File: config.mk
export PLATFORM = sky130hd
export DESIGN_NAME = hrti_csr
export DESIGN_NICKNAME = d
export VERILOG_FILES = /design/src/rtl/hrti_pkg.sv /design/src/rtl/hrti_csr.sv
export SDC_FILE = /design/constraint.sdc
export NUM_CORES = 1
export LEC_CHECK = 0
export BUFFER_PORTS_ARGS = -buffer_cell sky130_fd_sc_hd__buf_2
export CORE_MARGIN = 2
export CORE_UTILIZATION = 55
export CTS_CLUSTER_SIZE = 16
export DETAILED_ROUTE_END_ITERATION = 8
export GPL_TIMING_DRIVEN = 0
export PLACE_DENSITY = 0.87
export SLEW_MARGIN = 0
export SYNTH_ARGS = -nofsm -noshare
export SYNTH_HDL_FRONTEND = slang
export SYNTH_SLANG_ARGS = --single-unit
File: constraint.sdc
create_clock -name clock -period 2.8 [get_ports clock]
set_input_delay 0.28 -clock clock [delete_from_list [all_inputs] [get_ports clock]]
set_output_delay 0.28 -clock clock [all_outputs]
set_load 0.01 [all_outputs]
File: src/rtl/hrti_pkg.sv
// ----------------------------------------------------------------------------
// hrti_pkg
// Shared types, constants and tables for the heading/rate trajectory
// integrator: configuration layout, command/status bundles, CORDIC tables.
// ----------------------------------------------------------------------------
package hrti_pkg;

   // CORDIC iteration count and derived widths
   localparam int TRIG_ITERATIONS = 16;
   localparam int ITER_W          = $clog2(TRIG_ITERATIONS);
   localparam int ATAN_LEN        = 30;
   localparam int ATAN_IDX_W      = $clog2(ATAN_LEN);

   // Gain-compensated CORDIC start value, Q1.30
   localparam logic signed [31:0] CORDIC_X0 = 32'sd652032874;
   // Eighth of a turn, rounds heading to the nearest quadrant
   localparam logic [31:0] QUAD_HALF = 32'h2000_0000;

   // atan(2^-i) in binary-angle units (2^32 = one turn)
   localparam logic signed [31:0] ATAN_TABLE [ATAN_LEN] = '{
      32'sd536870912, 32'sd316933406, 32'sd167458907, 32'sd85004756,
      32'sd42667331,  32'sd21354465,  32'sd10680862,  32'sd5340245,
      32'sd2670163,   32'sd1335087,   32'sd667544,    32'sd333772,
      32'sd166886,    32'sd83443,     32'sd41722,     32'sd20861,
      32'sd10430,     32'sd5215,      32'sd2608,      32'sd1304,
      32'sd652,       32'sd326,       32'sd163,       32'sd81,
      32'sd41,        32'sd20,        32'sd10,        32'sd5,
      32'sd3,         32'sd1
   };

   // Register map
   localparam int CSR_INDEX_W = 8;
   typedef enum logic [CSR_INDEX_W-1:0] {
      REG_START_X       = 8'd0,
      REG_START_Y       = 8'd1,
      REG_START_HEADING = 8'd2,
      REG_BODY_VEL_X    = 8'd3,
      REG_BODY_VEL_Y    = 8'd4,
      REG_YAW_RATE      = 8'd5,
      REG_TIME_STEP     = 8'd6,
      REG_STEP_COUNT    = 8'd7
   } csr_reg_type;

   typedef struct packed {
      logic signed [31:0] start_x;
      logic signed [31:0] start_y;
      logic        [31:0] start_heading;
      logic signed [31:0] body_vel_x;
      logic signed [31:0] body_vel_y;
      logic signed [31:0] yaw_rate;
      logic        [23:0] time_step;
      logic        [15:0] step_count;
   } cfg_type;

   // Quadrant the heading was folded from
   typedef enum logic [1:0] {
      QUAD_0   = 2'd0,
      QUAD_90  = 2'd1,
      QUAD_180 = 2'd2,
      QUAD_270 = 2'd3
   } quad_type;

   // Operations of the shared multiplier
   typedef enum logic [2:0] {
      MUL_C_VX,
      MUL_S_VY,
      MUL_S_VX,
      MUL_C_VY,
      MUL_WX_DT,
      MUL_WY_DT,
      MUL_YAW_DT
   } mul_op_type;

   typedef enum logic [2:0] {
      ST_IDLE,
      ST_CHECK,
      ST_ROTATE,
      ST_QUAD,
      ST_MUL,
      ST_DRAIN,
      ST_EMIT
   } state_type;

   // Controller to datapath
   typedef struct packed {
      logic              restart;
      logic              trig_init;
      logic              trig_step;
      logic [ITER_W-1:0] trig_iter;
      logic              quad_fix;
      logic              mul_en;
      mul_op_type        mul_op;
      logic              emit;
   } cmd_type;

   // Datapath to controller
   typedef struct packed {
      logic done;
      logic rsp_free;
   } status_type;

endpackage

File: src/rtl/hrti_csr.sv
// ----------------------------------------------------------------------------
// hrti_csr
// Configuration register file; writes beyond the register map are dropped.
// ----------------------------------------------------------------------------
module hrti_csr (
   input  logic                             clock,
   input  logic                             reset,
   input  logic                             csr_valid,
   output logic                             csr_ready,
   input  logic [hrti_pkg::CSR_INDEX_W-1:0] csr_index,
   input  logic [31:0]                      csr_wdata,
   output hrti_pkg::cfg_type                cfg
);

   hrti_pkg::cfg_type cfg_ff;
   hrti_pkg::cfg_type cfg_in;

   // always able to take a write
   assign csr_ready = 1'b1;
   assign cfg       = cfg_ff;

   // register decode
   always_comb begin
      cfg_in = cfg_ff;
      if (csr_valid) begin
         case (csr_index)
            hrti_pkg::REG_START_X:       cfg_in.start_x       = csr_wdata;
            hrti_pkg::REG_START_Y:       cfg_in.start_y       = csr_wdata;
            hrti_pkg::REG_START_HEADING: cfg_in.start_heading = csr_wdata;
            hrti_pkg::REG_BODY_VEL_X:    cfg_in.body_vel_x    = csr_wdata;
            hrti_pkg::REG_BODY_VEL_Y:    cfg_in.body_vel_y    = csr_wdata;
            hrti_pkg::REG_YAW_RATE:      cfg_in.yaw_rate      = csr_wdata;
            hrti_pkg::REG_TIME_STEP:     cfg_in.time_step     = csr_wdata[23:0];
            hrti_pkg::REG_STEP_COUNT:    cfg_in.step_count    = csr_wdata[15:0];
            default:                     cfg_in = cfg_ff;
         endcase
      end
   end

   always_ff @(posedge clock) begin
      if (reset) begin
         cfg_ff <= '0;
      end else begin
         cfg_ff <= cfg_in;
      end
   end

endmodule

==> results.toml <==
[critical_path]
path_class = "in -> reg"
r2r_setup_slack_ns = 2.09
critPathLaunchType = "primary input"
endpoint_kind = "register"
critical_path_arrival_ns = 2.03
crit_fanout = 10
worstPathRequired_ns = 3.16
reg2reg_from = "cfg[229]"
r2r_cells = 2
rr_endpoint = "cfg[229]"

[power_and_ir_drop]
power_density_nw_per_um2 = 581
p_leak_nw = 6.40
finalPower_w = 0.00680
irDropWorstVdd_v = 0.000407

[run_status]
status = "completed"

[grt]
grt_util_all_layers = 0.276
antenna_found_initial = 1
grt_max_degree = 14
grt_pass1_wl_um = 38800
grt_pass1_vias = 7072
grt-ovfl-total = 0

[synth]
avgSynthCellArea_um2 = 11.4
yosysWarningCount = 0
synth_nets = 857
async_reset_ff_frac = 0
syn_inst = 814
synth_edf_count = 0
ys_ff_latch = 232
yosysSeqAreaShare = 0.502
syn-cell-area_um2 = 9250
ys_types = 20
synth_ff_type = "dfxtp_1"

[routing]
via_per_inst = 5.10
routed.top_layer = "met4"
drt_iter0_drc = 265
wl_met3_um = 1630
ant_nets = 0
drc = 0
vias = 6893
dr_wl_met2_um = 12200
wl_per_cell_um = 18.6
drt_wl_total_um = 25100
first_pass_iters = 4
wl_met1_um = 10700

[sta]
rsz0062_at_grt = "false"
setup_tns_ns = 0
tightest_slew_ns = 0.578
timing.hold.ws_ns = 0.172
fin_skew_ns = 0
setup_violations = 0
slew_viol_final = 0
hold_viol = 0
finalCritPeriodShare = 0.595
fmax_mhz = 601
period_needed_ns = 1.67
max_slew_margin = 0.615

[floorplan]
die_h_um = 134
die_area_um2 = 17900
io_pins = 276
rows = 47
core_area_um2 = 16500
die_x_um = 134
start_util = 0.559

[placement]
dp_hpwl_um = 17700
dp.cells = 1308
numPortBuffers = 274
gp_congestion = 0.807

[clock_network]
htreeDepth = 1
cts-buffers-inserted = 24
path_clk_slew_ns = 0.06
clock_latency_ns = 0.50
cts_resized = 0
root_buffer = "clkbuf_16"
post_cts_buffers = 0
cts_hold_buf = 0
cts_max_path_buffers = 3
clkSinkCount = 232
cts_tree = "done"

[finish]
fin_cells = 1351
multi_input_area_um2 = 4180
num-nets-final = 1157
final_layout_size_suffix_gt1_frac = 0.312
largest_reg_flops = 232
n_fill_cell = 1256
regArea_um2 = 4640
final_cell_mix = "buf_2, nand2b_1, mux2i_1, dfxtp_1, clkbuf_1"
area_growth_pct = 26.6
final_common_cell = "buf_2"

[hold_path]
hold_depth = 3
worstHoldPathType = "in -> reg"
min_from = "csr_wdata[27]"
hold_path_end = "cfg[227]"

[job]
drv_cap = 0
## Yosys cell counts (all sizes together) (2+ instances only)
cell,number,area (um^2)
mux2i,232,2320
dfxtp,232,4640
buf,41,317
nand2b,264,1650
nand3,6,82.6
and3,2,15.0
nand4,2,42.5
clkbuf,28,105
## logic make-up (layout without fill, tap and decap cells)
| logic type | count (synthesis) | in the layout | synth area share |
|---|---|---|---|
| AND/OR/NAND/NOR | 280 | 280 | 0.200 |
| buffers and inverters | 69 | 385 | 0.0456 |
| other | 1 | 2 | 0.000406 |
| flip-flops | 232 | 232 | 0.502 |
| multiplexers | 232 | 232 | 0.251 |
## final cells by class
| class | count | share of cell area |
|---|---|---|
| antenna | 1 | 0.000214 |
| buffer | 69 | 0.0360 |
| clock buffer | 34 | 0.0615 |
| clock inverter | 8 | 0.00770 |
| multi-input combinational | 513 | 0.357 |
| sequential | 232 | 0.397 |
| tap | 220 | 0.0235 |
| timing repair buffer | 274 | 0.117 |
## per-stage QoR
step / utilization / setup slack [ns] / area, um^2
after floorplan: - / 1.35 / 9250
after global placement: 0.659 / 0.600 / 10900
after detailed placement: 0.659 / 0.646 / 10900
after CTS: 0.708 / 1.18 / 11700
after global routing: 0.708 / 1.01 / 11700
final: 0.708 / 1.13 / 11700
## worst max-delay path by stage
stage | slack [ns] | start | endpoint
4_1_cts | 1.18 | reset | cfg[167]
3_3_place_gp | 0.60 | reset | cfg[231]
3_5_place_dp | 0.65 | reset | cfg[135]
2_1_floorplan | 1.35 | csr_index[5] | cfg[189]
6_report | 1.13 | reset | cfg[167]
5_1_grt | 1.01 | reset | cfg[167]
## metal layers
layer	global-route usage	up-vias
met3	0.0582	44
met1	0.350	3320
li1	-	3276
met4	0.0810	0
met2	0.477	253
met5	0	-
## worst max-delay path, stage by stage
cell,delay (ns)
buf_2,0.12
buf_2,0.22
clkbuf_1,0.40
clkbuf_1,0.47
nand2b_1,0.42
mux2i_1,0.12
## where the power goes
group | internal [W] | switching (W)
registers | 0.00330 | 0.00000220
clock network | 0.00196 | 0.00126
logic | 0.000114 | 0.000160
No activity file was read; power rests on OpenSTA's default activity.
