--- src/rtl/hrti_pkg.sv ---
// ----------------------------------------------------------------------------
// hrti_pkg
// Shared types, constants and tables for the heading/rate trajectory
// integrator: configuration layout, command/status bundles, CORDIC tables.
// ----------------------------------------------------------------------------
package hrti_pkg;

   // CORDIC iteration count and derived widths
   localparam int TRIG_ITERATIONS = 16;
   localparam int ITER_W          = $clog2(TRIG_ITERATIONS);
   localparam int ATAN_LEN        = 30;
   localparam int ATAN_IDX_W      = $clog2(ATAN_LEN);

   // Gain-compensated CORDIC start value, Q1.30
   localparam logic signed [31:0] CORDIC_X0 = 32'sd652032874;
   // Eighth of a turn, rounds heading to the nearest quadrant
   localparam logic [31:0] QUAD_HALF = 32'h2000_0000;

   // atan(2^-i) in binary-angle units (2^32 = one turn)
   localparam logic signed [31:0] ATAN_TABLE [ATAN_LEN] = '{
      32'sd536870912, 32'sd316933406, 32'sd167458907, 32'sd85004756,
      32'sd42667331,  32'sd21354465,  32'sd10680862,  32'sd5340245,
      32'sd2670163,   32'sd1335087,   32'sd667544,    32'sd333772,
      32'sd166886,    32'sd83443,     32'sd41722,     32'sd20861,
      32'sd10430,     32'sd5215,      32'sd2608,      32'sd1304,
      32'sd652,       32'sd326,       32'sd163,       32'sd81,
      32'sd41,        32'sd20,        32'sd10,        32'sd5,
      32'sd3,         32'sd1
   };

   // Register map
   localparam int CSR_INDEX_W = 8;
   typedef enum logic [CSR_INDEX_W-1:0] {
      REG_START_X       = 8'd0,
      REG_START_Y       = 8'd1,
      REG_START_HEADING = 8'd2,
      REG_BODY_VEL_X    = 8'd3,
      REG_BODY_VEL_Y    = 8'd4,
      REG_YAW_RATE      = 8'd5,
      REG_TIME_STEP     = 8'd6,
      REG_STEP_COUNT    = 8'd7
   } csr_reg_type;

   typedef struct packed {
      logic signed [31:0] start_x;
      logic signed [31:0] start_y;
      logic        [31:0] start_heading;
      logic signed [31:0] body_vel_x;
      logic signed [31:0] body_vel_y;
      logic signed [31:0] yaw_rate;
      logic        [23:0] time_step;
      logic        [15:0] step_count;
   } cfg_type;

   // Quadrant the heading was folded from
   typedef enum logic [1:0] {
      QUAD_0   = 2'd0,
      QUAD_90  = 2'd1,
      QUAD_180 = 2'd2,
      QUAD_270 = 2'd3
   } quad_type;

   // Operations of the shared multiplier
   typedef enum logic [2:0] {
      MUL_C_VX,
      MUL_S_VY,
      MUL_S_VX,
      MUL_C_VY,
      MUL_WX_DT,
      MUL_WY_DT,
      MUL_YAW_DT
   } mul_op_type;

   typedef enum logic [2:0] {
      ST_IDLE,
      ST_CHECK,
      ST_ROTATE,
      ST_QUAD,
      ST_MUL,
      ST_DRAIN,
      ST_EMIT
   } state_type;

   // Controller to datapath
   typedef struct packed {
      logic              restart;
      logic              trig_init;
      logic              trig_step;
      logic [ITER_W-1:0] trig_iter;
      logic              quad_fix;
      logic              mul_en;
      mul_op_type        mul_op;
      logic              emit;
   } cmd_type;

   // Datapath to controller
   typedef struct packed {
      logic done;
      logic rsp_free;
   } status_type;

endpackage

--- src/rtl/hrti_ctrl.sv ---
// ----------------------------------------------------------------------------
// hrti_ctrl
// Sequencer: restart/check, CORDIC iterations, multiplier schedule, emit.
// ----------------------------------------------------------------------------
module hrti_ctrl (
   input  logic                   clock,
   input  logic                   reset,
   input  logic                   req_valid,
   output logic                   req_ready,
   input  logic                   req_restart,
   input  hrti_pkg::status_type   status,
   output hrti_pkg::cmd_type      cmd
);

   localparam logic [hrti_pkg::ITER_W-1:0] ITER_LAST =
      hrti_pkg::ITER_W'(hrti_pkg::TRIG_ITERATIONS - 1);

   hrti_pkg::state_type          state_ff, state_in;
   logic [hrti_pkg::ITER_W-1:0]  iter_ff, iter_in;
   hrti_pkg::mul_op_type         op_ff, op_in;

   // next state and counters
   always_comb begin
      state_in = state_ff;
      iter_in  = iter_ff;
      op_in    = op_ff;
      case (state_ff)
         hrti_pkg::ST_IDLE: begin
            if (req_valid) state_in = hrti_pkg::ST_CHECK;
         end
         hrti_pkg::ST_CHECK: begin
            iter_in = '0;
            if (status.done) state_in = hrti_pkg::ST_IDLE;
            else             state_in = hrti_pkg::ST_ROTATE;
         end
         hrti_pkg::ST_ROTATE: begin
            iter_in = hrti_pkg::ITER_W'(iter_ff + 1'b1);
            if (iter_ff == ITER_LAST) state_in = hrti_pkg::ST_QUAD;
         end
         hrti_pkg::ST_QUAD: begin
            op_in    = hrti_pkg::MUL_C_VX;
            state_in = hrti_pkg::ST_MUL;
         end
         hrti_pkg::ST_MUL: begin
            case (op_ff)
               hrti_pkg::MUL_C_VX:  op_in = hrti_pkg::MUL_S_VY;
               hrti_pkg::MUL_S_VY:  op_in = hrti_pkg::MUL_S_VX;
               hrti_pkg::MUL_S_VX:  op_in = hrti_pkg::MUL_C_VY;
               hrti_pkg::MUL_C_VY:  op_in = hrti_pkg::MUL_WX_DT;
               hrti_pkg::MUL_WX_DT: op_in = hrti_pkg::MUL_WY_DT;
               hrti_pkg::MUL_WY_DT: op_in = hrti_pkg::MUL_YAW_DT;
               default: begin
                  op_in    = hrti_pkg::MUL_C_VX;
                  state_in = hrti_pkg::ST_DRAIN;
               end
            endcase
         end
         hrti_pkg::ST_DRAIN: begin
            state_in = hrti_pkg::ST_EMIT;
         end
         hrti_pkg::ST_EMIT: begin
            if (status.rsp_free) state_in = hrti_pkg::ST_IDLE;
         end
         default: state_in = hrti_pkg::ST_IDLE;
      endcase
   end

   // command decode
   always_comb begin
      req_ready     = (state_ff == hrti_pkg::ST_IDLE);
      cmd.restart   = (state_ff == hrti_pkg::ST_IDLE) && req_valid && req_restart;
      cmd.trig_init = (state_ff == hrti_pkg::ST_CHECK) && !status.done;
      cmd.trig_step = (state_ff == hrti_pkg::ST_ROTATE);
      cmd.trig_iter = iter_ff;
      cmd.quad_fix  = (state_ff == hrti_pkg::ST_QUAD);
      cmd.mul_en    = (state_ff == hrti_pkg::ST_MUL);
      cmd.mul_op    = op_ff;
      cmd.emit      = (state_ff == hrti_pkg::ST_EMIT) && status.rsp_free;
   end

   always_ff @(posedge clock) begin
      if (reset) begin
         state_ff <= hrti_pkg::ST_IDLE;
         iter_ff  <= '0;
         op_ff    <= hrti_pkg::MUL_C_VX;
      end else begin
         state_ff <= state_in;
         iter_ff  <= iter_in;
         op_ff    <= op_in;
      end
   end

   // checks
   a_emit_free: assert property (@(posedge clock) disable iff (reset)
      cmd.emit |-> status.rsp_free)
      else $error("emit while output register is occupied");

   a_accept_check: assert property (@(posedge clock) disable iff (reset)
      (req_valid && req_ready) |=> (state_ff == hrti_pkg::ST_CHECK))
      else $error("accepted request did not go to check");

   a_rotate_end: assert property (@(posedge clock) disable iff (reset)
      (state_ff == hrti_pkg::ST_ROTATE && iter_ff == ITER_LAST)
      |=> (state_ff == hrti_pkg::ST_QUAD))
      else $error("last CORDIC iteration did not go to quadrant fix");

endmodule

--- config.mk ---
export PLATFORM = sky130hd
export DESIGN_NAME = hrti_ctrl
export DESIGN_NICKNAME = d
export VERILOG_FILES = /design/src/rtl/hrti_pkg.sv /design/src/rtl/hrti_ctrl.sv
export SDC_FILE = /design/constraint.sdc
export NUM_CORES = 1
export LEC_CHECK = 0
export BUFFER_PORTS_ARGS = -buffer_cell sky130_fd_sc_hd__buf_2
export CAP_MARGIN = 20
export CELL_PAD_IN_SITES_DETAIL_PLACEMENT = 1
export CELL_PAD_IN_SITES_GLOBAL_PLACEMENT = 2
export CORE_UTILIZATION = 26
export CTS_CLUSTER_SIZE = 12
export DETAILED_ROUTE_END_ITERATION = 16
export GPL_TIMING_DRIVEN = 0
export HOLD_SLACK_MARGIN = 0.15
export PLACE_DENSITY = 0.79
export SLEW_MARGIN = 20
export SYNTH_ARGS = -nofsm -noshare
export SYNTH_HDL_FRONTEND = slang
export SYNTH_SLANG_ARGS = --single-unit
--- constraint.sdc ---
create_clock -name clock -period 1.6 [get_ports clock]
set_input_delay 0.08 -clock clock [delete_from_list [all_inputs] [get_ports clock]]
set_output_delay 0.08 -clock clock [all_outputs]
set_load 0.05 [all_outputs]
==> results.yml, run 1 <==
run_status:
  outcome: "finished, final reports clean"
timing:
  worstMarginPinSlew_ns: 0.440
  hold_violations: 0
  slew_headroom_pct: 70.7
  finalCritPeriodShare_pct: 95.3
  grt_setup_unrepaired: "no"
  post-route-min-period_ns: 1.52
  drv_slew: 0
  finalSetupTns_ns: 0
  fin_skew_ns: 0.000950
  fmax_mhz: 656
  setup_violations: 0
clocking:
  clock_latency_ns: 0.26
  path_clk_slew_ns: 0.06
  clock_sink_count: 10
  clk_path_buf_depth: 2
  clockRootBuffer: "clkbuf_4"
  htree_num_levels: 1
  numCtsBuffers: 3
  cts_tree: "built"
critical_path:
  cp-end-kind: "primary output"
  start_kind: "flop"
  path_max_fanout: 10
  worstSetupPathType: "reg -> out"
  cp_top_family: "buffers and inverters"
  worst-path-buf-inv: 3
  slowest_delay_ns: 0.43
  crit_path_top_delay_cell: "or3b_4"
  rr_worst_depth: 4
  arrival_ns: 1.44
  crit_required_ns: 1.52
  path_cells: "buf_6 > or3b_4 > clkinvlp_4 > buf_4"
  crit_cells: 4
die:
  die_h_um: 50.1
  start_util_pct: 27.4
  core_area_um2: 2190
  num_rows: 17
  dieArea_um2: 2510
  die-width_um: 50.1
  ios: 20
flow_run:
  max-cap-violations: 0
grt:
  grt_overflow_total: 0
  grt_max_degree: 11
  antenna_found_initial: 0
  grt_usage_pct: 14.9
  grt_pass1_vias: 586
  grt_pass1_wl_mm: 2.81
power:
  p_per_area_nw_per_um2: 708
  power.total_mw: 0.567
  vdd_drop_max_mv: 0.284
  leakagePower_nw: 0.335
routing:
  antenna_left: 0
  met3_wirelength_um: 82
  wl_per_cell_um: 13.4
  routed.top_layer: "met4"
  num_vias: 643
  wirelength_mm: 1.65
  wl_met2_um: 762
  wl_met1_um: 785
  drt-initial-drc-count: 5
  via_per_inst: 5.23
  drcViolationCount: 0
  first_pass_iters: 4
place:
  place.port_buffers: 18
  post-dp-hpwl_mm: 1.19
  place.gp.congestion: 0.759
  dp_cells: 120
synthesis:
  ys_top_cells_by_area: "dfxtp_1 33%, nand3b_1 7.5%, a21oi_1 5.8%, nor4b_1 4.4%, o21ai_0 3.3%"
  synth_fp_nets: 81
  syn-instance-count: 74
  synth_top_area_share_pct: 33.3
  ys_warn_count: 0
  synth_top_area_cell: "dfxtp_1"
  ys_ff_latch: 10
  ys_seq_area_share_pct: 33.3
  syn-cell-area_um2: 601
  synth.distinct_cells: 30
  synthArstFlopShare_pct: 0
  synth-edff-count: 0
  synth_area_per_cell_um2: 8.12
  synthFlopType: "dfxtp_1"
final_layout:
  nets: 104
  diodes: 0
  area_growth_pct: 33.3
  final_cell_mix: "14 x buf_2, 9 x dfxtp_1, 7 x a21oi_1"
  fill_cells: 281
  final_cells: 123
  final_common_cell: "buf_2"
  drive_gt1_share_pct: 34.7
worst_hold_path:
  hold_path_class: "in -> reg"
  holdPathStages: 4
## final timing paths
| kind | from | to | slack, ns |
|---|---|---|---|
| worst max-delay path | state_ff[0] | cmd[4] | 0.08 |
| worst min register to register | op_ff[0] | op_ff[0] | 0.54 |
| worst max register to register | state_ff[0] | op_ff[1] | 0.08 |
| worst min-delay path | status[1] | state_ff[1] | 0.16 |
## metrics by stage
| stage | cell area, um2 | hold slack, ns | setup WS [ns] | utilization, % |
|---|---|---|---|---|
| after floorplan | 627 | 0.264 | -0.162 | - |
| after global placement | 752 | 0.414 | -0.0776 | 34.3 |
| after detailed placement | 752 | 0.430 | -0.0654 | 34.3 |
| after CTS | 790 | 0.156 | 0.0138 | 36.0 |
| after global routing | 801 | 0.171 | 0.00512 | 36.6 |
| final | 801 | 0.162 | 0.0755 | 36.6 |
## synth_stat cells (2+ instances only)
master and instances:
nand3b_1 6, nor3b_1 2, dfxtp_1 10, a21o_1 2, and2_1 2, nand2_1 5
inv_1 2, clkbuf_1 4, o21ai_0 4, nand2b_1 3, nand4b_1 2, and3_1 2
a21oi_1 7, nor4b_1 3, nand3_1 3, a31oi_1 3
## sequential cells by signal, indices dropped and copies added, names as in the netlist
register / count
iter_ff: 4
op_ff: 3
state_ff: 3
## cell type report
| type | instances | area, um2 | area share, % |
|---|---|---|---|
| tap | 28 | 35.0 | 4.38 |
| timing repair buffer | 18 | 100 | 12.5 |
| buffer | 6 | 45.0 | 5.62 |
| inverter | 2 | 11.3 | 1.41 |
| sequential | 10 | 201 | 25.2 |
| multi-input combinational | 56 | 385 | 48.1 |
| clock buffer | 3 | 22.5 | 2.81 |
## logic make-up after synthesis
family,share of synthesized area (%)
compound gates,20.2
fa+ha+maj,2.08
buf+inv,6.25
flops,33.3
simple gates,38.1
## per-layer routing
| layer | global-route usage, % | vias up |
|---|---|---|
| met5 | 0 | - |
| met4 | 5.71 | 0 |
| met3 | 3.70 | 4 |
| met2 | 23.3 | 18 |
| met1 | 19.2 | 302 |
| li1 | - | 319 |
## worst reg2reg max path: stages (launching register included)
cell and delay [ns]:
dfxtp_1 0.31, buf_6 0.13, or3b_4 0.43, or3_1 0.32
a311oi_1 0.25
## what timing repair did
| item | CTS | global route |
|---|---|---|
| cloned | 0 | 0 |
| endpoints found under the setup margin | 6 | 6 |
| resized for setup | 8 | 10 |
| hold buffers | 0 | 0 |
| setup buffers | 0 | 0 |
| hold endpoints to repair | 0 | 0 |
## power breakdown
group	total, mW	internal (mW)	switching [mW]
clock network	0.168	0.0867	0.0816
registers	0.262	0.255	0.00626
logic	0.137	0.0481	0.0890
Note: power is estimated with default switching activity, not from simulation.
==> run 2, diff against run 1 <==
==> constraint.sdc (replaced) <==
create_clock -name clock -period 1.45 [get_ports clock]
set_input_delay 0.2175 -clock clock [delete_from_list [all_inputs] [get_ports clock]]
set_output_delay 0.2175 -clock clock [all_outputs]
set_load 0.05 [all_outputs]
==> results.yml, run 2 (same netlist as run 1, synthesis figures left out) <==
run_status:
  outcome: "complete, but fails checks"
  violations: "setup timing"
timing:
  worstMarginPinSlew_ns: 0.440
  drv_slew: 0
  grt_setup_unrepaired: "yes"
  hold_violations: 0
  fin_skew_ns: 0.00521
  post-route-min-period_ns: 1.53
  finalWorstSetupSlack_ns: -0.0839
  slew_headroom_pct: 70.7
  fmax_mhz: 652
  finalCritPeriodShare_pct: 106
  setup_violations: 5
  finalSetupTns_ns: -0.363
critical_path:
  rr_worst_depth: 3
  timing.rr.start: "state_ff[1]"
  path_cells: "buf_8 > clkbuf_16 > nor4b_4 > buf_6"
  arrival_ns: 1.32
  cp_top_family: "buffers and inverters"
  r2r_end: "op_ff[1]"
  crit_path_top_delay_cell: "dfxtp_4"
  worstSetupPathType: "reg -> out"
  cp-end-kind: "primary output"
  crit_required_ns: 1.23
  start_kind: "flop"
  path_max_fanout: 6
  worst-path-buf-inv: 3
  slowest_delay_ns: 0.36
  r2r_slack_ns: 0.02
die:
  num_rows: 17
  core_area_um2: 2190
  die_h_um: 50.1
  die-width_um: 50.1
  start_util_pct: 27.4
  ios: 20
  dieArea_um2: 2510
clocking:
  path_clk_slew_ns: 0.06
  clk_path_buf_depth: 2
  numCtsBuffers: 3
  cts_tree: "built"
  clockRootBuffer: "clkbuf_4"
  htree_num_levels: 1
  clock_sink_count: 10
  clock_latency_ns: 0.27
routing:
  num_vias: 682
  first_pass_iters: 4
  wl_per_cell_um: 14.2
  via_per_inst: 5.05
  drcViolationCount: 0
  antenna_left: 0
  drt-initial-drc-count: 11
  wirelength_mm: 1.92
worst_hold_path:
  hold_end: "state_ff[1]"
  min_from: "status[1]"
  holdPathStages: 4
  hold_path_class: "in -> reg"
final_layout:
  top_regs: "iter_ff: 4 flops, op_ff: 3 flops, state_ff: 3 flops"
  largest_reg_flops: 4
  multi_input_area_um2: 414
  largest-register: "iter_ff"
  nets: 116
  diodes: 0
  area_growth_pct: 67.1
  drive_gt1_share_pct: 46.7
  final_common_cell: "buf_4"
  seq_area_um2: 210
  final_cell_mix: "13 x buf_4, 11 x buf_2, 7 x a21oi_1"
  final_cells: 135
  fill_cells: 261
place:
  place.gp.congestion: 0.721
  dp_cells: 120
  place.port_buffers: 18
  post-dp-hpwl_mm: 1.19
grt:
  grt_overflow_total: 0
  antenna_found_initial: 0
  grt_max_degree: 11
  grt_pass1_vias: 677
  grt_usage_pct: 17.1
  grt_pass1_wl_mm: 3.20
power:
  p_per_area_nw_per_um2: 701
  vdd_drop_max_mv: 0.360
  leakagePower_nw: 0.434
  power.total_mw: 0.704
flow_run:
  max-cap-violations: 0
run 2: cell types whose count changed in the layout (fill, tap and decap cells not counted), moves of 3 or more:
cell / delta
dfxtp_1: -3
clkbuf_4: -3
buf_6: +4
buf_8: +3
buf_2: -3
buf_4: +8
run 2: metrics by stage:
step | hold slack, ns | setup WS (ns) | area (um2) | util [%]
4_1_cts | 0.293 | -0.140 | 985 | 44.9
6_report | 0.307 | -0.0839 | 1000 | 45.8
3_5_place_dp | 0.495 | -0.0825 | 787 | 35.9
3_3_place_gp | 0.494 | -0.0751 | 787 | 35.9
5_1_grt | 0.316 | -0.157 | 1000 | 45.8
2_1_floorplan | 0.427 | -0.0472 | 662 | -
run 2: final cells by class:
type	instances	area share (%)
flip-flops and latches	10	20.9
multi-input cells	56	41.3
well taps	28	3.49
repair buffers	31	23.8
plain buffers	5	7.11
clock buffers	3	2.24
inverters	2	1.12
run 2: tightest hold or removal path: cells and delay by family:
kind            cells  cell delay [ns]
buf+inv             1             0.12
simple gates        2             0.14
compound gates      1             0.06
run 2: report_power, final:
part	switching (mW)	internal, mW
logic	0.113	0.102
registers	0.0109	0.281
clock network	0.101	0.0962
run 2: per-layer routing:
metal  up-vias  track usage (%)  part of all wire [%]
met2        17             26.4                    48
met4         0             8.57                   1.7
li1        344                -                     -
met5         -                0                     0
met3         2             2.16                   3.2
met1       319             23.0                    47
run 2: worst max-delay path by stage:
stage | from | endpoint | slack, ns | cells past startpoint
3_3_place_gp | state_ff[1] | cmd[0] | -0.08 | 4
2_1_floorplan | state_ff[0] | req_ready | -0.05 | 3
4_1_cts | state_ff[0] | cmd[4] | -0.14 | 4
3_5_place_dp | state_ff[2] | op_ff[1] | -0.08 | 3
6_report | state_ff[1] | cmd[11] | -0.08 | 4
5_1_grt | state_ff[1] | cmd[11] | -0.16 | 4
run 2: timing repair:
item                       4_1_cts  5_1_grt
gates resized for setup         27        4
hold buffers                     0        0
setup endpoints to repair        8        8
buffers inserted                10        3
pin swaps                        2        1
