$ cat config.mk
export PLATFORM = sky130hd
export DESIGN_NAME = hrti_dp
export DESIGN_NICKNAME = d
export VERILOG_FILES = /design/src/rtl/hrti_pkg.sv /design/src/rtl/hrti_dp.sv
export SDC_FILE = /design/constraint.sdc
export NUM_CORES = 2
export LEC_CHECK = 0
export ABC_CLOCK_PERIOD_IN_PS = 26000
export BUFFER_PORTS_ARGS = -buffer_cell sky130_fd_sc_hd__buf_2
export CORE_MARGIN = 5
export CORE_UTILIZATION = 40
export DETAILED_ROUTE_END_ITERATION = 6
export PLACE_DENSITY = 0.57
export SYNTH_ARGS = -nofsm -noshare
export SYNTH_HDL_FRONTEND = slang
export SYNTH_SLANG_ARGS = --single-unit
$ cat constraint.sdc
create_clock -name clock -period 26 [get_ports clock]
set_clock_uncertainty 0.1 [all_clocks]
set_input_delay 5.2 -clock clock [delete_from_list [all_inputs] [get_ports clock]]
set_output_delay 5.2 -clock clock [all_outputs]
set_load 0.01 [all_outputs]
$ cat src/rtl/hrti_pkg.sv
// ----------------------------------------------------------------------------
// hrti_pkg
// Shared types, constants and tables for the heading/rate trajectory
// integrator: configuration layout, command/status bundles, CORDIC tables.
// ----------------------------------------------------------------------------
package hrti_pkg;

   // CORDIC iteration count and derived widths
   localparam int TRIG_ITERATIONS = 16;
   localparam int ITER_W          = $clog2(TRIG_ITERATIONS);
   localparam int ATAN_LEN        = 30;
   localparam int ATAN_IDX_W      = $clog2(ATAN_LEN);

   // Gain-compensated CORDIC start value, Q1.30
   localparam logic signed [31:0] CORDIC_X0 = 32'sd652032874;
   // Eighth of a turn, rounds heading to the nearest quadrant
   localparam logic [31:0] QUAD_HALF = 32'h2000_0000;

   // atan(2^-i) in binary-angle units (2^32 = one turn)
   localparam logic signed [31:0] ATAN_TABLE [ATAN_LEN] = '{
      32'sd536870912, 32'sd316933406, 32'sd167458907, 32'sd85004756,
      32'sd42667331,  32'sd21354465,  32'sd10680862,  32'sd5340245,
      32'sd2670163,   32'sd1335087,   32'sd667544,    32'sd333772,
      32'sd166886,    32'sd83443,     32'sd41722,     32'sd20861,
      32'sd10430,     32'sd5215,      32'sd2608,      32'sd1304,
      32'sd652,       32'sd326,       32'sd163,       32'sd81,
      32'sd41,        32'sd20,        32'sd10,        32'sd5,
      32'sd3,         32'sd1
   };

   // Register map
   localparam int CSR_INDEX_W = 8;
   typedef enum logic [CSR_INDEX_W-1:0] {
      REG_START_X       = 8'd0,
      REG_START_Y       = 8'd1,
      REG_START_HEADING = 8'd2,
      REG_BODY_VEL_X    = 8'd3,
      REG_BODY_VEL_Y    = 8'd4,
      REG_YAW_RATE      = 8'd5,
      REG_TIME_STEP     = 8'd6,
      REG_STEP_COUNT    = 8'd7
   } csr_reg_type;

   typedef struct packed {
      logic signed [31:0] start_x;
      logic signed [31:0] start_y;
      logic        [31:0] start_heading;
      logic signed [31:0] body_vel_x;
      logic signed [31:0] body_vel_y;
      logic signed [31:0] yaw_rate;
      logic        [23:0] time_step;
      logic        [15:0] step_count;
   } cfg_type;

   // Quadrant the heading was folded from
   typedef enum logic [1:0] {
      QUAD_0   = 2'd0,
      QUAD_90  = 2'd1,
      QUAD_180 = 2'd2,
      QUAD_270 = 2'd3
   } quad_type;

   // Operations of the shared multiplier
   typedef enum logic [2:0] {
      MUL_C_VX,
      MUL_S_VY,
      MUL_S_VX,
      MUL_C_VY,
      MUL_WX_DT,
      MUL_WY_DT,
      MUL_YAW_DT
   } mul_op_type;

   typedef enum logic [2:0] {
      ST_IDLE,
      ST_CHECK,
      ST_ROTATE,
      ST_QUAD,
      ST_MUL,
      ST_DRAIN,
      ST_EMIT
   } state_type;

   // Controller to datapath
   typedef struct packed {
      logic              restart;
      logic              trig_init;
      logic              trig_step;
      logic [ITER_W-1:0] trig_iter;
      logic              quad_fix;
      logic              mul_en;
      mul_op_type        mul_op;
      logic              emit;
   } cmd_type;

   // Datapath to controller
   typedef struct packed {
      logic done;
      logic rsp_free;
   } status_type;

endpackage

$ cat src/rtl/hrti_dp.sv
// ----------------------------------------------------------------------------
// hrti_dp
// Datapath: pose state, CORDIC sine/cosine, shared 33x33 multiplier,
// velocity rotation with saturation, integration and output register.
// ----------------------------------------------------------------------------
module hrti_dp (
   input  logic                 clock,
   input  logic                 reset,
   input  hrti_pkg::cmd_type    cmd,
   input  hrti_pkg::cfg_type    cfg,
   output hrti_pkg::status_type status,
   output logic                 rsp_valid,
   input  logic                 rsp_ready,
   output logic [15:0]          rsp_point_index,
   output logic signed [31:0]   rsp_pos_x,
   output logic signed [31:0]   rsp_pos_y,
   output logic signed [31:0]   rsp_world_vel_x,
   output logic signed [31:0]   rsp_world_vel_y,
   output logic [31:0]          rsp_heading,
   output logic                 rsp_last_point
);

   // floor(v / 2^30), saturated to signed 32 bits
   function automatic logic [31:0] sat_q30(input logic signed [64:0] v);
      logic signed [64:0] r;
      r = v >>> 30;
      if ((&r[64:31]) || !(|r[64:31])) sat_q30 = r[31:0];
      else if (r[64])                  sat_q30 = 32'h8000_0000;
      else                             sat_q30 = 32'h7FFF_FFFF;
   endfunction

   // pose state
   logic [31:0]        cur_x_ff, cur_x_in;
   logic [31:0]        cur_y_ff, cur_y_in;
   logic [31:0]        cur_heading_ff, cur_heading_in;
   logic [15:0]        cur_index_ff, cur_index_in;

   // CORDIC
   hrti_pkg::quad_type quad_ff, quad_in;
   logic signed [31:0] cx_ff, cx_in, cy_ff, cy_in, cz_ff, cz_in;
   logic signed [31:0] cos_ff, cos_in, sin_ff, sin_in;

   // multiplier and accumulation
   logic signed [63:0]   prod_ff, prod_in;
   logic                 prod_vld_ff, prod_vld_in;
   hrti_pkg::mul_op_type prod_op_ff, prod_op_in;
   logic signed [63:0]   acc_ff, acc_in;
   logic signed [31:0]   wx_ff, wx_in, wy_ff, wy_in;
   logic [31:0]          dx_ff, dx_in, dy_ff, dy_in, dh_ff, dh_in;

   // output register
   logic                 rsp_valid_ff, rsp_valid_in;
   logic [15:0]          rsp_index_ff, rsp_index_in;
   logic [31:0]          rsp_x_ff, rsp_x_in, rsp_y_ff, rsp_y_in;
   logic [31:0]          rsp_wx_ff, rsp_wx_in, rsp_wy_ff, rsp_wy_in;
   logic [31:0]          rsp_hd_ff, rsp_hd_in;
   logic                 rsp_last_ff, rsp_last_in;

   logic [31:0]          heading_round;
   logic signed [31:0]   atan_val;
   logic signed [32:0]   mul_a, mul_b;
   logic signed [65:0]   mul_full;
   logic signed [64:0]   acc_diff, acc_sum;

   assign status.done     = (cur_index_ff >= cfg.step_count);
   assign status.rsp_free = !rsp_valid_ff || rsp_ready;

   assign heading_round = cur_heading_ff + hrti_pkg::QUAD_HALF;
   assign atan_val      = hrti_pkg::ATAN_TABLE[hrti_pkg::ATAN_IDX_W'(cmd.trig_iter)];

   // pose: reload on restart, integrate on emit
   always_comb begin
      cur_x_in       = cur_x_ff;
      cur_y_in       = cur_y_ff;
      cur_heading_in = cur_heading_ff;
      cur_index_in   = cur_index_ff;
      if (cmd.restart) begin
         cur_x_in       = cfg.start_x;
         cur_y_in       = cfg.start_y;
         cur_heading_in = cfg.start_heading;
         cur_index_in   = '0;
      end else if (cmd.emit) begin
         cur_x_in       = cur_x_ff + dx_ff;
         cur_y_in       = cur_y_ff + dy_ff;
         cur_heading_in = cur_heading_ff + dh_ff;
         cur_index_in   = cur_index_ff + 16'd1;
      end
   end

   // CORDIC rotation and quadrant unfold
   always_comb begin
      quad_in = quad_ff;
      cx_in   = cx_ff;
      cy_in   = cy_ff;
      cz_in   = cz_ff;
      cos_in  = cos_ff;
      sin_in  = sin_ff;
      if (cmd.trig_init) begin
         quad_in = hrti_pkg::quad_type'(heading_round[31:30]);
         cx_in   = hrti_pkg::CORDIC_X0;
         cy_in   = '0;
         cz_in   = cur_heading_ff - {heading_round[31:30], 30'b0};
      end else if (cmd.trig_step) begin
         if (!cz_ff[31]) begin
            cx_in = cx_ff - (cy_ff >>> cmd.trig_iter);
            cy_in = cy_ff + (cx_ff >>> cmd.trig_iter);
            cz_in = cz_ff - atan_val;
         end else begin
            cx_in = cx_ff + (cy_ff >>> cmd.trig_iter);
            cy_in = cy_ff - (cx_ff >>> cmd.trig_iter);
            cz_in = cz_ff + atan_val;
         end
      end
      if (cmd.quad_fix) begin
         case (quad_ff)
            hrti_pkg::QUAD_0:   begin cos_in = cx_ff;  sin_in = cy_ff;  end
            hrti_pkg::QUAD_90:  begin cos_in = -cy_ff; sin_in = cx_ff;  end
            hrti_pkg::QUAD_180: begin cos_in = -cx_ff; sin_in = -cy_ff; end
            default:            begin cos_in = cy_ff;  sin_in = -cx_ff; end
         endcase
      end
   end

   // shared multiplier operand select
   always_comb begin
      case (cmd.mul_op)
         hrti_pkg::MUL_C_VX:  begin mul_a = 33'(cos_ff); mul_b = 33'(cfg.body_vel_x); end
         hrti_pkg::MUL_S_VY:  begin mul_a = 33'(sin_ff); mul_b = 33'(cfg.body_vel_y); end
         hrti_pkg::MUL_S_VX:  begin mul_a = 33'(sin_ff); mul_b = 33'(cfg.body_vel_x); end
         hrti_pkg::MUL_C_VY:  begin mul_a = 33'(cos_ff); mul_b = 33'(cfg.body_vel_y); end
         hrti_pkg::MUL_WX_DT: begin mul_a = 33'(wx_ff);  mul_b = {9'b0, cfg.time_step}; end
         hrti_pkg::MUL_WY_DT: begin mul_a = 33'(wy_ff);  mul_b = {9'b0, cfg.time_step}; end
         default: begin mul_a = 33'(cfg.yaw_rate); mul_b = {9'b0, cfg.time_step}; end
      endcase
   end

   assign mul_full    = mul_a * mul_b;
   assign prod_in     = mul_full[63:0];
   assign prod_vld_in = cmd.mul_en;
   assign prod_op_in  = cmd.mul_op;

   assign acc_diff = 65'(acc_ff) - 65'(prod_ff);
   assign acc_sum  = 65'(acc_ff) + 65'(prod_ff);

   // consume the registered product
   always_comb begin
      acc_in = acc_ff;
      wx_in  = wx_ff;
      wy_in  = wy_ff;
      dx_in  = dx_ff;
      dy_in  = dy_ff;
      dh_in  = dh_ff;
      if (prod_vld_ff) begin
         case (prod_op_ff)
            hrti_pkg::MUL_C_VX:  acc_in = prod_ff;
            hrti_pkg::MUL_S_VY:  wx_in  = sat_q30(acc_diff);
            hrti_pkg::MUL_S_VX:  acc_in = prod_ff;
            hrti_pkg::MUL_C_VY:  wy_in  = sat_q30(acc_sum);
            hrti_pkg::MUL_WX_DT: dx_in  = prod_ff[55:24];
            hrti_pkg::MUL_WY_DT: dy_in  = prod_ff[55:24];
            default:             dh_in  = prod_ff[47:16];
         endcase
      end
   end

   // output register
   always_comb begin
      rsp_valid_in = rsp_valid_ff;
      rsp_index_in = rsp_index_ff;
      rsp_x_in     = rsp_x_ff;
      rsp_y_in     = rsp_y_ff;
      rsp_wx_in    = rsp_wx_ff;
      rsp_wy_in    = rsp_wy_ff;
      rsp_hd_in    = rsp_hd_ff;
      rsp_last_in  = rsp_last_ff;
      if (cmd.emit) begin
         rsp_valid_in = 1'b1;
         rsp_index_in = cur_index_ff;
         rsp_x_in     = cur_x_ff;
         rsp_y_in     = cur_y_ff;
         rsp_wx_in    = wx_ff;
         rsp_wy_in    = wy_ff;
         rsp_hd_in    = cur_heading_ff;
         rsp_last_in  = ({1'b0, cur_index_ff} + 17'd1) == {1'b0, cfg.step_count};
      end else if (rsp_ready) begin
         rsp_valid_in = 1'b0;
      end
   end

   // control and state registers
   always_ff @(posedge clock) begin
      if (reset) begin
         cur_x_ff       <= '0;
         cur_y_ff       <= '0;
         cur_heading_ff <= '0;
         cur_index_ff   <= '0;
         prod_vld_ff    <= 1'b0;
         rsp_valid_ff   <= 1'b0;
      end else begin
         cur_x_ff       <= cur_x_in;
         cur_y_ff       <= cur_y_in;
         cur_heading_ff <= cur_heading_in;
         cur_index_ff   <= cur_index_in;
         prod_vld_ff    <= prod_vld_in;
         rsp_valid_ff   <= rsp_valid_in;
      end
   end

   // payload registers
   always_ff @(posedge clock) begin
      quad_ff      <= quad_in;
      cx_ff        <= cx_in;
      cy_ff        <= cy_in;
      cz_ff        <= cz_in;
      cos_ff       <= cos_in;
      sin_ff       <= sin_in;
      prod_ff      <= prod_in;
      prod_op_ff   <= prod_op_in;
      acc_ff       <= acc_in;
      wx_ff        <= wx_in;
      wy_ff        <= wy_in;
      dx_ff        <= dx_in;
      dy_ff        <= dy_in;
      dh_ff        <= dh_in;
      rsp_index_ff <= rsp_index_in;
      rsp_x_ff     <= rsp_x_in;
      rsp_y_ff     <= rsp_y_in;
      rsp_wx_ff    <= rsp_wx_in;
      rsp_wy_ff    <= rsp_wy_in;
      rsp_hd_ff    <= rsp_hd_in;
      rsp_last_ff  <= rsp_last_in;
   end

   assign rsp_valid       = rsp_valid_ff;
   assign rsp_point_index = rsp_index_ff;
   assign rsp_pos_x       = rsp_x_ff;
   assign rsp_pos_y       = rsp_y_ff;
   assign rsp_world_vel_x = rsp_wx_ff;
   assign rsp_world_vel_y = rsp_wy_ff;
   assign rsp_heading     = rsp_hd_ff;
   assign rsp_last_point  = rsp_last_ff;

   // checks
   a_restart_index: assert property (@(posedge clock) disable iff (reset)
      cmd.restart |=> (cur_index_ff == 16'd0))
      else $error("restart did not clear the point index");

   a_emit_valid: assert property (@(posedge clock) disable iff (reset)
      cmd.emit |=> rsp_valid_ff)
      else $error("emitted point not presented");

   a_rsp_hold: assert property (@(posedge clock) disable iff (reset)
      (rsp_valid_ff && !rsp_ready)
      |=> (rsp_valid_ff && $stable(rsp_index_ff) && $stable(rsp_x_ff)))
      else $error("stalled point changed before acceptance");

endmodule

==> impl_metrics.json <==
{
  "rows": 169,
  "ys_warn_count": 0,
  "syn_to_final_growth_pct": 9.003,
  "setup_tns_ns": 0,
  "cts-root-buf": "clkbuf_16",
  "critical_path_class": "input port to register",
  "ant_nets": 0,
  "synth_seq_area_share": 0.2323,
  "cts-resized-gates": 0,
  "finalCritPeriodShare": 0.6246,
  "via_per_inst": 5.487,
  "startpoint_type": "input port",
  "cts_max_level": 3,
  "relSlewSlack": 0.03400,
  "hold_path.class": "register to register",
  "die_height_um": 472.7,
  "crit_path_end_kind": "register",
  "cts.sinks": 744,
  "final_cell_mix": "inv_1 (1324), fa_1 (1111), nor2_1 (1012)",
  "reg2regPathDepth": 34,
  "rrSetupSlack_ns": 14.81,
  "whs_path_depth": 0,
  "rr_endpoint": "prod_ff[63]",
  "first_pass_iters": 6,
  "min_to": "rsp_world_vel_y[20]",
  "final_common_cell": "inv_1",
  "overflow": 0,
  "ys.flop_type": "edfxtp_1",
  "hpwlAfterDp_um": 233800,
  "avgRoutedWirePerCell_um": 24.13,
  "grt_usage": 0.2601,
  "max_freq_ghz": 0.06158,
  "fin_nets": 11247,
  "slew_violations": 0,
  "synthArstFlopShare": 0,
  "crit_required_ns": 26.46,
  "grt_pass1_wl_um": 439600,
  "initial_utilization": 0.4029,
  "synthesis.area_um2": 85620,
  "drive_above_1_share": 0.09391,
  "syn_nets": 11076,
  "hold_viol": 0,
  "drcViolationCount": 0,
  "period_needed_ns": 16.24,
  "fillers": 20618,
  "critPathMaxStageDelay_ns": 1.11,
  "arrival_ns": 16.70,
  "clk_latency_ns": 0.70,
  "io_buffer_count": 427,
  "ys_types": 116,
  "cpMostUsedCell": "fa_1",
  "crit_path_max_fanout": 32,
  "ctsHoldBuffers": 0,
  "top_regs": "acc_ff x64, prod_ff x64",
  "core_um2": 212500,
  "tightest_slew_ns": 1.439,
  "gp_congestion": 0.9852,
  "synth_cells": 9164,
  "dr_total_vias": 67115,
  "dr.first_iter.drc_count": 6238,
  "outcome": "complete, no violations",
  "chipWidth_um": 472.7,
  "routed_wl_um": 295100,
  "dieArea_um2": 223400,
  "cts_buffers": 82,
  "rsz0062_at_grt": "no",
  "cts_tree": "built",
  "synth_seq_cells": 744,
  "crit_path_top_delay_cell": "o21a_1",
  "maxCapViolCount": 0,
  "grt_pass1_vias": 67368,
  "reg2reg_from": "wy_ff[6]",
  "synth_edf_count": 499,
  "io_pins": 428,
  "grt_max_degree": 114,
  "setup_viol": 0,
  "antenna_found_initial": 16,
  "hp-start": "wy_ff[20]",
  "avgSynthCellArea_um2": 9.344,
  "ctsLongestPathBuffers": 3,
  "post_cts_buffers": 0,
  "clk_pin_slew_worst_paths_ns": 0.06
}
[worst max path at each step]
| stage | start | to | slack [ns] | cells after the start |
|---|---|---|---|---|
| floorplan | cmd[1] | prod_ff[47] | 11.83 | 34 |
| global placement | cmd[1] | prod_ff[63] | 9.15 | 28 |
| detailed placement | cmd[1] | prod_ff[63] | 9.09 | 28 |
| CTS | cmd[1] | prod_ff[63] | 9.79 | 28 |
| global route | cmd[3] | prod_ff[63] | 9.19 | 30 |
| finish | cmd[1] | prod_ff[63] | 9.76 | 33 |
[layer usage]
metal  global-route usage  part of all wire  wire (um)
met1               0.3610              0.43     126400
met2               0.3959              0.43     126600
met3              0.05810             0.094      27770
met4               0.1046             0.049      14320
met5                    0           0.00014         40
[kinds of logic after synthesis]
| logic type | share of synthesized area |
|---|---|
| flip-flops | 0.2323 |
| buffers and inverters | 0.08335 |
| AO/OA/AOI/OAI | 0.1154 |
| XOR/XNOR | 0.05255 |
| adder cells (fa/ha/maj) | 0.3407 |
| AND/OR/NAND/NOR | 0.1281 |
| multiplexers | 0.04768 |
[cells in the mapped netlist (52+ instances only)]
master / instances / share of area
nand2b_1: 74 / 0.0054
o21ai_0: 318 / 0.019
edfxtp_1: 499 / 0.18
mux2i_1: 187 / 0.022
inv_1: 1324 / 0.058
clkbuf_1: 355 / 0.016
dfxtp_1: 245 / 0.057
nor2b_1: 70 / 0.0051
o21a_1: 98 / 0.0086
nand3_1: 71 / 0.0041
nand2_1: 971 / 0.043
a21oi_1: 533 / 0.031
nor3_1: 109 / 0.0064
xnor2_1: 342 / 0.035
ha_1: 553 / 0.081
mux4_2: 52 / 0.014
fa_1: 1111 / 0.26
nor2_1: 1015 / 0.044
a21o_1: 170 / 0.015
xor2_1: 168 / 0.017
[metrics by stage]
stage | instances | hold slack, ns | util | setup slack [ns] | area (um^2)
global route | 12225 | 0.3619 | 0.4391 | 9.193 | 93320
detailed placement | 12072 | 0.3366 | 0.4252 | 9.087 | 90360
CTS | 12224 | 0.3512 | 0.4391 | 9.792 | 93320
finish | 12231 | 0.3514 | 0.4392 | 9.761 | 93330
floorplan | 9164 | 0.3147 | - | 11.83 | 85620
global placement | 12072 | 0.3368 | 0.4252 | 9.155 | 90360
[critical path, delay by kind of cell]
kind | cells | cell delay [ns]
adder cells (fa/ha/maj) | 9 | 4.60
multiplexers | 1 | 0.68
buffers and inverters | 7 | 1.46
AO/OA/AOI/OAI | 9 | 3.59
AND/OR/NAND/NOR | 5 | 0.73
XOR/XNOR | 2 | 0.32
[area by class of cell]
class | count | area (um^2) | area share
Multi-Input combinational cell | 6612 | 58740 | 0.6294
Timing Repair Buffer | 564 | 3206 | 0.03435
Tap cell | 2821 | 3530 | 0.03782
Antenna cell | 7 | 17.52 | 0.0001877
Clock inverter | 49 | 685.7 | 0.007346
Sequential cell | 744 | 19890 | 0.2131
Clock buffer | 103 | 2267 | 0.02429
Inverter | 1331 | 4996 | 0.05353
Power is not shown: default switching activity piles up to over one toggle a cycle in this logic, so the estimate is an artifact.
